--- src/sv/mvc_pkg.sv ---
package mvc_pkg;

    // Cache geometry
    localparam int ENTRIES = 16;
    localparam int IDX_W   = (ENTRIES > 1) ? $clog2(ENTRIES) : 1;
    localparam int CNT_W   = $clog2(ENTRIES + 1);

    // Field widths
    localparam int FUNC_W  = 2;
    localparam int KEY_W   = 64;
    localparam int VAL_W   = 64;
    localparam int CFG_W   = 5;
    localparam int TALLY_W = 32;
    localparam int LINE_W  = KEY_W + VAL_W;
    localparam int CMP_W   = (CFG_W > CNT_W) ? CFG_W : CNT_W;

    typedef enum logic [FUNC_W-1:0] {
        FUNC_LOOKUP = 2'd0,
        FUNC_FILL   = 2'd1,
        FUNC_INVAL  = 2'd2
    } func_t;

    typedef enum logic [1:0] {
        ST_IDLE,
        ST_DECODE,
        ST_SCAN
    } state_t;

    typedef enum logic [1:0] {
        RES_NONE,
        RES_HIT,
        RES_MISS
    } res_t;

    // Controller to datapath
    typedef struct packed {
        logic             load;
        logic             rd_en;
        logic [IDX_W-1:0] rd_addr;
        logic             cmp_vld;
        logic [IDX_W-1:0] cmp_idx;
        logic             fill;
        logic             inval;
        logic             finish;
        res_t             res;
    } cmd_t;

    // Datapath to controller
    typedef struct packed {
        logic [FUNC_W-1:0] func;
        logic [CNT_W-1:0]  n;
        logic              match;
    } status_t;

endpackage

--- src/sv/memo_value_cache_fifo_top.sv ---
// Channel   Handshake        Payload
// --------  ---------------  ------------------------------------------
// command   start / busy     func, key, fill_value
// result    done (1 cycle)   hit, value_out, hit_count, miss_count
// config    cfg_we           entries_in_use
//
// A lookup scans at most the entries in use, from entry zero, and stops on the
// first hit: the single read port of the key/value store yields one entry per
// cycle. busy is low in the cycle done is shown, so the next item can be taken
// then. The receiver cannot stall. Reset clears valid bits, pointer, counters
// and the entry count at once.
module memo_value_cache_fifo_top (
    input  logic                          clk,
    input  logic                          rst_n,
    input  logic                          start,
    output logic                          busy,
    input  logic [mvc_pkg::FUNC_W-1:0]    func,
    input  logic [mvc_pkg::KEY_W-1:0]     key,
    input  logic [mvc_pkg::VAL_W-1:0]     fill_value,
    input  logic                          cfg_we,
    input  logic [mvc_pkg::CFG_W-1:0]     entries_in_use,
    output logic                          done,
    output logic                          hit,
    output logic [mvc_pkg::VAL_W-1:0]     value_out,
    output logic [mvc_pkg::TALLY_W-1:0]   hit_count,
    output logic [mvc_pkg::TALLY_W-1:0]   miss_count
);

    import mvc_pkg::*;

    cmd_t    cmd;
    status_t status;

    // Sequence the operation
    mvc_ctrl u_ctrl (
        .clk    (clk),
        .rst_n  (rst_n),
        .start  (start),
        .status (status),
        .cmd    (cmd),
        .busy   (busy)
    );

    // Store, compare and tally
    mvc_dp u_dp (
        .clk            (clk),
        .rst_n          (rst_n),
        .cmd            (cmd),
        .status         (status),
        .func           (func),
        .key            (key),
        .fill_value     (fill_value),
        .cfg_we         (cfg_we),
        .entries_in_use (entries_in_use),
        .done           (done),
        .hit            (hit),
        .value_out      (value_out),
        .hit_count      (hit_count),
        .miss_count     (miss_count)
    );

endmodule

--- src/sv/mvc_ram.sv ---
module mvc_ram #(
    parameter int WIDTH = 8,
    parameter int DEPTH = 16
) (
    input  logic                                      clk,
    input  logic                                      we,
    input  logic [((DEPTH > 1) ? $clog2(DEPTH) : 1)-1:0] waddr,
    input  logic [WIDTH-1:0]                          wdata,
    input  logic                                      re,
    input  logic [((DEPTH > 1) ? $clog2(DEPTH) : 1)-1:0] raddr,
    output logic [WIDTH-1:0]                          rdata
);

    logic [WIDTH-1:0] mem [DEPTH];
    logic [WIDTH-1:0] rdata_reg;

    // Write port
    always_ff @(posedge clk)
    begin
        if (we)
        begin
            mem[waddr] <= wdata;
        end
    end

    // Registered read port
    always_ff @(posedge clk)
    begin
        if (re)
        begin
            rdata_reg <= mem[raddr];
        end
    end

    assign rdata = rdata_reg;

endmodule

--- src/sv/mvc_ctrl.sv ---
module mvc_ctrl (
    input  logic             clk,
    input  logic             rst_n,
    input  logic             start,
    input  mvc_pkg::status_t status,
    output mvc_pkg::cmd_t    cmd,
    output logic             busy
);

    import mvc_pkg::*;

    state_t           state_reg, state_next;
    logic [CNT_W-1:0] scan_idx_reg, scan_idx_next;
    logic             pend_vld_reg, pend_vld_next;
    logic [IDX_W-1:0] pend_idx_reg, pend_idx_next;
    logic             pend_last;

    // Hold state and scan position
    always_ff @(posedge clk or negedge rst_n)
    begin
        if (!rst_n)
        begin
            state_reg    <= ST_IDLE;
            scan_idx_reg <= '0;
            pend_vld_reg <= 1'b0;
            pend_idx_reg <= '0;
        end
        else
        begin
            state_reg    <= state_next;
            scan_idx_reg <= scan_idx_next;
            pend_vld_reg <= pend_vld_next;
            pend_idx_reg <= pend_idx_next;
        end
    end

    assign pend_last = (CNT_W'(pend_idx_reg) + CNT_W'(1)) >= status.n;

    // Next state and commands
    always_comb
    begin
        state_next    = state_reg;
        scan_idx_next = scan_idx_reg;
        pend_vld_next = 1'b0;
        pend_idx_next = pend_idx_reg;
        cmd           = '0;
        cmd.res       = RES_NONE;
        cmd.cmp_vld   = 1'b0;
        cmd.cmp_idx   = pend_idx_reg;
        case (state_reg)
            ST_IDLE:
            begin
                if (start)
                begin
                    cmd.load   = 1'b1;
                    state_next = ST_DECODE;
                end
            end
            ST_DECODE:
            begin
                case (func_t'(status.func))
                    FUNC_LOOKUP:
                    begin
                        if (status.n == '0)
                        begin
                            cmd.finish = 1'b1;
                            cmd.res    = RES_MISS;
                            state_next = ST_IDLE;
                        end
                        else
                        begin
                            // Start the scan at entry zero
                            cmd.rd_en     = 1'b1;
                            cmd.rd_addr   = '0;
                            scan_idx_next = CNT_W'(1);
                            pend_vld_next = 1'b1;
                            pend_idx_next = '0;
                            state_next    = ST_SCAN;
                        end
                    end
                    FUNC_FILL:
                    begin
                        cmd.fill   = (status.n != '0);
                        cmd.finish = 1'b1;
                        state_next = ST_IDLE;
                    end
                    FUNC_INVAL:
                    begin
                        cmd.inval  = 1'b1;
                        cmd.finish = 1'b1;
                        state_next = ST_IDLE;
                    end
                    default:
                    begin
                        cmd.finish = 1'b1;
                        state_next = ST_IDLE;
                    end
                endcase
            end
            ST_SCAN:
            begin
                cmd.cmp_vld = pend_vld_reg;
                if (status.match)
                begin
                    // Lowest matching index wins: stop on first hit
                    cmd.finish = 1'b1;
                    cmd.res    = RES_HIT;
                    state_next = ST_IDLE;
                end
                else if (!pend_vld_reg || pend_last)
                begin
                    cmd.finish = 1'b1;
                    cmd.res    = RES_MISS;
                    state_next = ST_IDLE;
                end
                else if (scan_idx_reg < status.n)
                begin
                    // Issue the next read while comparing this one
                    cmd.rd_en     = 1'b1;
                    cmd.rd_addr   = scan_idx_reg[IDX_W-1:0];
                    scan_idx_next = scan_idx_reg + CNT_W'(1);
                    pend_vld_next = 1'b1;
                    pend_idx_next = scan_idx_reg[IDX_W-1:0];
                end
            end
            default:
            begin
                state_next = ST_IDLE;
            end
        endcase
    end

    assign busy = (state_reg != ST_IDLE);

`ifndef SYNTHESIS
    a_finish_idle: assert property (@(posedge clk) disable iff (!rst_n)
        cmd.finish |=> (state_reg == ST_IDLE))
        else $error("finish not followed by idle");
    a_scan_entry: assert property (@(posedge clk) disable iff (!rst_n)
        (state_reg == ST_SCAN) |-> ($past(state_reg) != ST_IDLE))
        else $error("scan entered straight from idle");
    a_fill_enabled: assert property (@(posedge clk) disable iff (!rst_n)
        cmd.fill |-> (status.n != '0))
        else $error("fill issued with cache disabled");
    a_read_busy: assert property (@(posedge clk) disable iff (!rst_n)
        cmd.rd_en |-> busy)
        else $error("read issued while idle");
`endif

endmodule

--- src/sv/mvc_dp.sv ---
module mvc_dp (
    input  logic                                clk,
    input  logic                                rst_n,
    input  mvc_pkg::cmd_t                       cmd,
    output mvc_pkg::status_t                    status,
    input  logic [mvc_pkg::FUNC_W-1:0]          func,
    input  logic [mvc_pkg::KEY_W-1:0]           key,
    input  logic [mvc_pkg::VAL_W-1:0]           fill_value,
    input  logic                                cfg_we,
    input  logic [mvc_pkg::CFG_W-1:0]           entries_in_use,
    output logic                                done,
    output logic                                hit,
    output logic [mvc_pkg::VAL_W-1:0]           value_out,
    output logic [mvc_pkg::TALLY_W-1:0]         hit_count,
    output logic [mvc_pkg::TALLY_W-1:0]         miss_count
);

    import mvc_pkg::*;

    logic [FUNC_W-1:0]  func_reg;
    logic [KEY_W-1:0]   key_reg;
    logic [VAL_W-1:0]   fval_reg;
    logic [CFG_W-1:0]   cfg_reg;
    logic [ENTRIES-1:0] valid_reg, valid_next;
    logic [IDX_W-1:0]   ptr_reg, ptr_next;
    logic [TALLY_W-1:0] hits_reg, misses_reg;
    logic               done_reg, hit_reg;
    logic [VAL_W-1:0]   value_reg;

    logic [CMP_W-1:0]   cfg_ext;
    logic [CNT_W-1:0]   n;
    logic [IDX_W-1:0]   fill_idx;
    logic [CNT_W-1:0]   fill_inc;
    logic [LINE_W-1:0]  rd_line;
    logic [KEY_W-1:0]   rd_key;
    logic [VAL_W-1:0]   rd_val;

    // Latch the item on accept
    always_ff @(posedge clk)
    begin
        if (cmd.load)
        begin
            func_reg <= func;
            key_reg  <= key;
            fval_reg <= fill_value;
        end
    end

    // Clamp the entry count to the store depth
    assign cfg_ext = CMP_W'(cfg_reg);
    assign n = (cfg_ext > CMP_W'(ENTRIES)) ? CNT_W'(ENTRIES) : CNT_W'(cfg_ext);

    // Pick the fill slot and the pointer after it
    assign fill_idx = (CNT_W'(ptr_reg) < n) ? ptr_reg : '0;
    assign fill_inc = CNT_W'(fill_idx) + CNT_W'(1);

    always_comb
    begin
        valid_next = valid_reg;
        ptr_next   = ptr_reg;
        if (cfg_we)
        begin
            valid_next = '0;
            ptr_next   = '0;
        end
        else if (cmd.inval)
        begin
            valid_next = '0;
        end
        else if (cmd.fill)
        begin
            valid_next[fill_idx] = 1'b1;
            ptr_next = (fill_inc >= n) ? '0 : fill_inc[IDX_W-1:0];
        end
    end

    // Key and value store
    mvc_ram #(
        .WIDTH (LINE_W),
        .DEPTH (ENTRIES)
    ) u_store (
        .clk   (clk),
        .we    (cmd.fill),
        .waddr (fill_idx),
        .wdata ({key_reg, fval_reg}),
        .re    (cmd.rd_en),
        .raddr (cmd.rd_addr),
        .rdata (rd_line)
    );

    assign rd_key = rd_line[LINE_W-1:VAL_W];
    assign rd_val = rd_line[VAL_W-1:0];

    assign status.func  = func_reg;
    assign status.n     = n;
    assign status.match = cmd.cmp_vld && valid_reg[cmd.cmp_idx] && (rd_key == key_reg);

    // Control and tally registers
    always_ff @(posedge clk or negedge rst_n)
    begin
        if (!rst_n)
        begin
            cfg_reg    <= '0;
            valid_reg  <= '0;
            ptr_reg    <= '0;
            hits_reg   <= '0;
            misses_reg <= '0;
            done_reg   <= 1'b0;
        end
        else
        begin
            if (cfg_we)
            begin
                cfg_reg <= entries_in_use;
            end
            valid_reg <= valid_next;
            ptr_reg   <= ptr_next;
            done_reg  <= cmd.finish;
            if (cmd.finish && (cmd.res == RES_HIT) && (hits_reg != '1))
            begin
                hits_reg <= hits_reg + TALLY_W'(1);
            end
            if (cmd.finish && (cmd.res == RES_MISS) && (misses_reg != '1))
            begin
                misses_reg <= misses_reg + TALLY_W'(1);
            end
        end
    end

    // Result payload
    always_ff @(posedge clk)
    begin
        if (cmd.finish)
        begin
            hit_reg   <= (cmd.res == RES_HIT);
            value_reg <= (cmd.res == RES_HIT) ? rd_val : '0;
        end
    end

    assign done       = done_reg;
    assign hit        = hit_reg;
    assign value_out  = value_reg;
    assign hit_count  = hits_reg;
    assign miss_count = misses_reg;

`ifndef SYNTHESIS
    a_cfg_clears: assert property (@(posedge clk) disable iff (!rst_n)
        cfg_we |=> ((valid_reg == '0) && (ptr_reg == '0)))
        else $error("config write did not clear the cache");
    a_ptr_range: assert property (@(posedge clk) disable iff (!rst_n)
        ($past(cmd.fill) && !$past(cfg_we)) |-> (CNT_W'(ptr_reg) < $past(n)))
        else $error("replace pointer past entries in use");
    a_hit_count: assert property (@(posedge clk) disable iff (!rst_n)
        (cmd.finish && (cmd.res != RES_HIT)) |=> $stable(hits_reg))
        else $error("hit count moved without a hit");
    a_miss_value: assert property (@(posedge clk) disable iff (!rst_n)
        (done_reg && !hit_reg) |-> (value_reg == '0))
        else $error("value shown without a hit");
`endif

endmodule
--- config.mk ---
export PLATFORM = sky130hd
export DESIGN_NAME = memo_value_cache_fifo_top
export DESIGN_NICKNAME = d
export VERILOG_FILES = /design/src/sv/mvc_pkg.sv /design/src/sv/memo_value_cache_fifo_top.sv /design/src/sv/mvc_ram.sv /design/src/sv/mvc_ctrl.sv /design/src/sv/mvc_dp.sv
export SDC_FILE = /design/constraint.sdc
export NUM_CORES = 2
export LEC_CHECK = 0
export BUFFER_PORTS_ARGS = -buffer_cell sky130_fd_sc_hd__buf_2
export CORE_MARGIN = 2
export CORE_UTILIZATION = 45
export CTS_BUF_LIST = sky130_fd_sc_hd__clkbuf_4 sky130_fd_sc_hd__clkbuf_8
export CTS_CLUSTER_SIZE = 10
export DETAILED_ROUTE_END_ITERATION = 10
export PLACE_DENSITY = 0.57
export RECOVER_POWER = 25
export SYNTH_ARGS = -nofsm -noshare
export SYNTH_HDL_FRONTEND = slang
export SYNTH_HIERARCHICAL = 1
export SYNTH_SLANG_ARGS = --single-unit
--- constraint.sdc ---
create_clock -name clk -period 15.4 [get_ports clk]
set_input_delay 3.08 -clock clk [delete_from_list [all_inputs] [get_ports clk]]
set_output_delay 3.08 -clock clk [all_outputs]
set_load 0.005 [all_outputs]
==> results.toml <==
[synthesis]
synth.distinct_cells = 73
synth_async_sr_flop_share = 0.04125
syn_nets = 4456
synth_simple_gate_area_share = 0.02799
synth-seq-area-share = 0.7898
synth-main-ff-cell = "edfxtp_1"
syn_area_mm2 = 0.09338
synth_edf_count = 2371
synth_area_per_cell_um2 = 21.77
synth-seq-cells = 2473
synthXorXnorAreaFrac = 0.009754
synthCells = 4289
synth_top_family_by_area = "multiplexers"
synth_compound_area_frac = 0.03012
synth_fa_ha_area_frac = 0.003752
synthMuxAreaShare = 0.1260
synth_warnings = 6

[finish]
layout.nets = 5035
largest_register_ff_count = 2048
drive_gt1_frac = 0.2953
area_growth_pct = 13.43

[worst_setup_path]
critPathKind = "reg -> reg"
path_buf_inv = 5
arrival_ns = 8.24
critPathSlowestCell = "nor2_4"
crit_chain = "mux4_2, nor3b_1, nor4_1, nand4_1, nor4_1, buf_2, nand2b_1, nor3_1, and3_4, buf_4, buf_4, inv_2, nor2_4, buf_4, a22oi_1, nand2_1"
slowest_delay_ns = 0.84
startpoint_type = "flop"
cp.required_ns = 16.33
path_delay_family = "simple AND/OR/NAND/NOR gates"
critPathCaptureType = "flop"
cp_max_fo = 44
crit_top_cell = "buf_4"

[clock_network]
cts_sinks = 2473
path_clk_slew_ns = 0.06
cts_resized = 0
cts_root_buf = "clkbuf_8"
htree_levels = 5
cts_max_path_buffers = 4
cts_hold_buf = 0
clock_latency_ns = 1.08
cts_buffers = 418
cts_setup_buffers = 0
cts_tree = "done"

[sta]
hold_viol = 0
fin_hold_ws_ns = 0.4732
rsz0062_at_grt = "false"
finalMaxSlewViolations = 0
fin_setup_tns_ns = 0
slew_headroom = 0.2479
fmax_ghz = 0.1367
skew_ns = 0.1033
setup_viol = 0
worst_pin_slew_ns = 1.125
period_share = 0.4752
period_minus_slack_ns = 7.318

[drt]
drc = 0
routedWlPerCell_um = 29.54
routed_wl_um = 232900
first_iter_violations = 4182
vias = 45750
first_pass_iters = 5
viasPerCell = 5.802
drtAntennaViolNets = 0

[global_routing]
grt_pass1_wl_um = 336300
grt-ovfl-total = 0
grtUsageTotal = 0.2208
first_global_vias = 47010
antenna_found_initial = 14
grt_max_degree = 124

[floorplanning]
initial_core_util = 0.4519
fp-row-count = 167
die_w_um = 459.5
die_area_mm2 = 0.2112
die_y_um = 459.5
core-area_mm2 = 0.2067
ios = 270

[placement]
io_buffers = 269
gp_congestion = 0.7523
place.detailed.hpwl_um = 115000

[job]
cap_violations = 0

[power_and_ir_drop]
vdd_ir_drop_max_v = 0.0001062
p_per_area_mw_per_mm2 = 135.1
p_leak_uw = 0.03398

[run_status]
status = "completed"

[min_path]
hold_class = "reg -> reg"
## cell type report
type	instances	area (um^2)
diodes	8	20.02
clock buffers	569	6955
clock inverters	157	843.3
fillers	16420	100700
inverters	43	161.4
multi-input cells	1575	18650
flip-flops and latches	2473	73750
well taps	2704	3383
repair buffers	357	2162
## logic make-up (layout without fill, tap and decap cells)
group	count (synthesis)	in the layout
XOR/XNOR	104	104
other	0	8
buffers and inverters	241	1126
adder cells (fa/ha/maj)	28	28
multiplexers	575	575
flip-flops	2473	2473
AND/OR/NAND/NOR	482	482
AO/OA/AOI/OAI	386	386
## Yosys cell counts (6+ instances only)
library cell | instances | share of area
o31ai_1 | 7 | 0.00056
a21oi_1 | 33 | 0.0018
nand2_1 | 162 | 0.0065
a211oi_1 | 20 | 0.0016
and3_1 | 20 | 0.0013
and2_1 | 76 | 0.0051
o22ai_1 | 23 | 0.0015
buf_2 | 53 | 0.0028
o211ai_1 | 20 | 0.0016
nor3_1 | 13 | 0.00070
xnor2_1 | 76 | 0.0071
nor2_1 | 35 | 0.0014
o2111ai_1 | 6 | 0.00056
edfxtp_1 | 2371 | 0.76
buf_4 | 10 | 0.00080
o21ai_0 | 15 | 0.00080
buf_6 | 16 | 0.0019
a22o_1 | 10 | 0.00094
nand3_1 | 37 | 0.0020
buf_1 | 7 | 0.00028
mux4_2 | 480 | 0.12
dfrtp_1 | 102 | 0.027
nor4_1 | 7 | 0.00047
mux2_2 | 7 | 0.00084
nand4_1 | 37 | 0.0025
ha_1 | 28 | 0.0038
nand2b_1 | 23 | 0.0015
inv_1 | 42 | 0.0017
clkbuf_1 | 108 | 0.0043
nor2b_1 | 26 | 0.0017
xor2_1 | 28 | 0.0026
mux2i_1 | 88 | 0.0094
and4_1 | 9 | 0.00084
a22oi_1 | 219 | 0.018
## report_power, final
group	switching [uW]	total (uW)	internal (uW)	leakage, uW
clock network	2560	5560	3000	0.00416
registers	319	8190	7870	0.0228
logic	388	562	173	0.00697
total	3260	14300	11000	0.0340
## worst min-delay path, cell delays in order, from the launching register on
cell,delay [ns]
dfrtp_1,0.33
nand2_1,0.05
o31ai_1,0.05
## routing by layer
| metal | up-vias | GRT usage | share of wire |
|---|---|---|---|
| met5 | - | 0 | 0.00033 |
| met4 | 12 | 0.06680 | 0.027 |
| met3 | 371 | 0.03699 | 0.063 |
| met2 | 1606 | 0.3470 | 0.47 |
| met1 | 24690 | 0.3192 | 0.44 |
| li1 | 19070 | - | - |
## cells in the final DEF, fill, tap and decap left out, types with 8 or more instances in the layout
cell type  netlist  layout
a22o_1          10      10
a22oi_1        219     219
ha_1            28      28
buf_12           0      13
buf_4           10      73
and2_1          76      74
nand2_1        162     162
and4_1           9       9
clkbuf_8         0     429
nor2b_1         26      20
nand4_1         37      37
diode_2          0       8
o211ai_1        20      20
nor2_1          35      21
buf_2           53     269
clkinv_1         0     101
nand3_1         37      37
xnor2_1         76      76
nor2_4           0      14
clkinv_2         0      42
xor2_1          28      28
mux2i_1         88      88
and3_1          20      17
a21oi_1         33      33
a211oi_1        20      20
dfrtp_1        102     102
nand2b_1        23      23
nor3_1          13       9
inv_1           42      42
clkbuf_4         0     140
mux4_2         480     480
edfxtp_1      2371    2371
o21ai_0         15      15
o22ai_1         23      23
## through the flow
step | setup WS [ns] | power, uW | util | cells | area (um^2)
5_1_grt | 7.753 | 14840 | 0.5125 | 7880 | 105900
3_3_place_gp | 8.153 | 8883 | 0.4748 | 7151 | 98110
4_1_cts | 8.185 | 14480 | 0.5125 | 7878 | 105900
6_report | 8.082 | 14310 | 0.5126 | 7886 | 105900
3_5_place_dp | 8.170 | 8905 | 0.4748 | 7152 | 98110
2_1_floorplan | 3.648 | 8486 | - | 4289 | 93380
## path summary, 6_finish.rpt
check / depth (start not counted) / end / start / slack [ns]
worst max-delay path: 16 / u_dp/u_store/rdata[46] / u_ctrl/pend_idx_reg[0] / 8.08
worst min register to register: 2 / u_dp/valid_reg[10] / u_dp/valid_reg[10] / 0.47
min in group asynchronous: 1 / u_dp/cfg_ext[1] / rst_n / 2.02
max in group asynchronous: 2 / u_dp/done / rst_n / 12.11
worst min-delay path: 2 / u_dp/valid_reg[10] / u_dp/valid_reg[10] / 0.47
worst max register to register: 16 / u_dp/u_store/rdata[46] / u_ctrl/pend_idx_reg[0] / 8.08
Note: power is estimated with default switching activity, not from simulation.
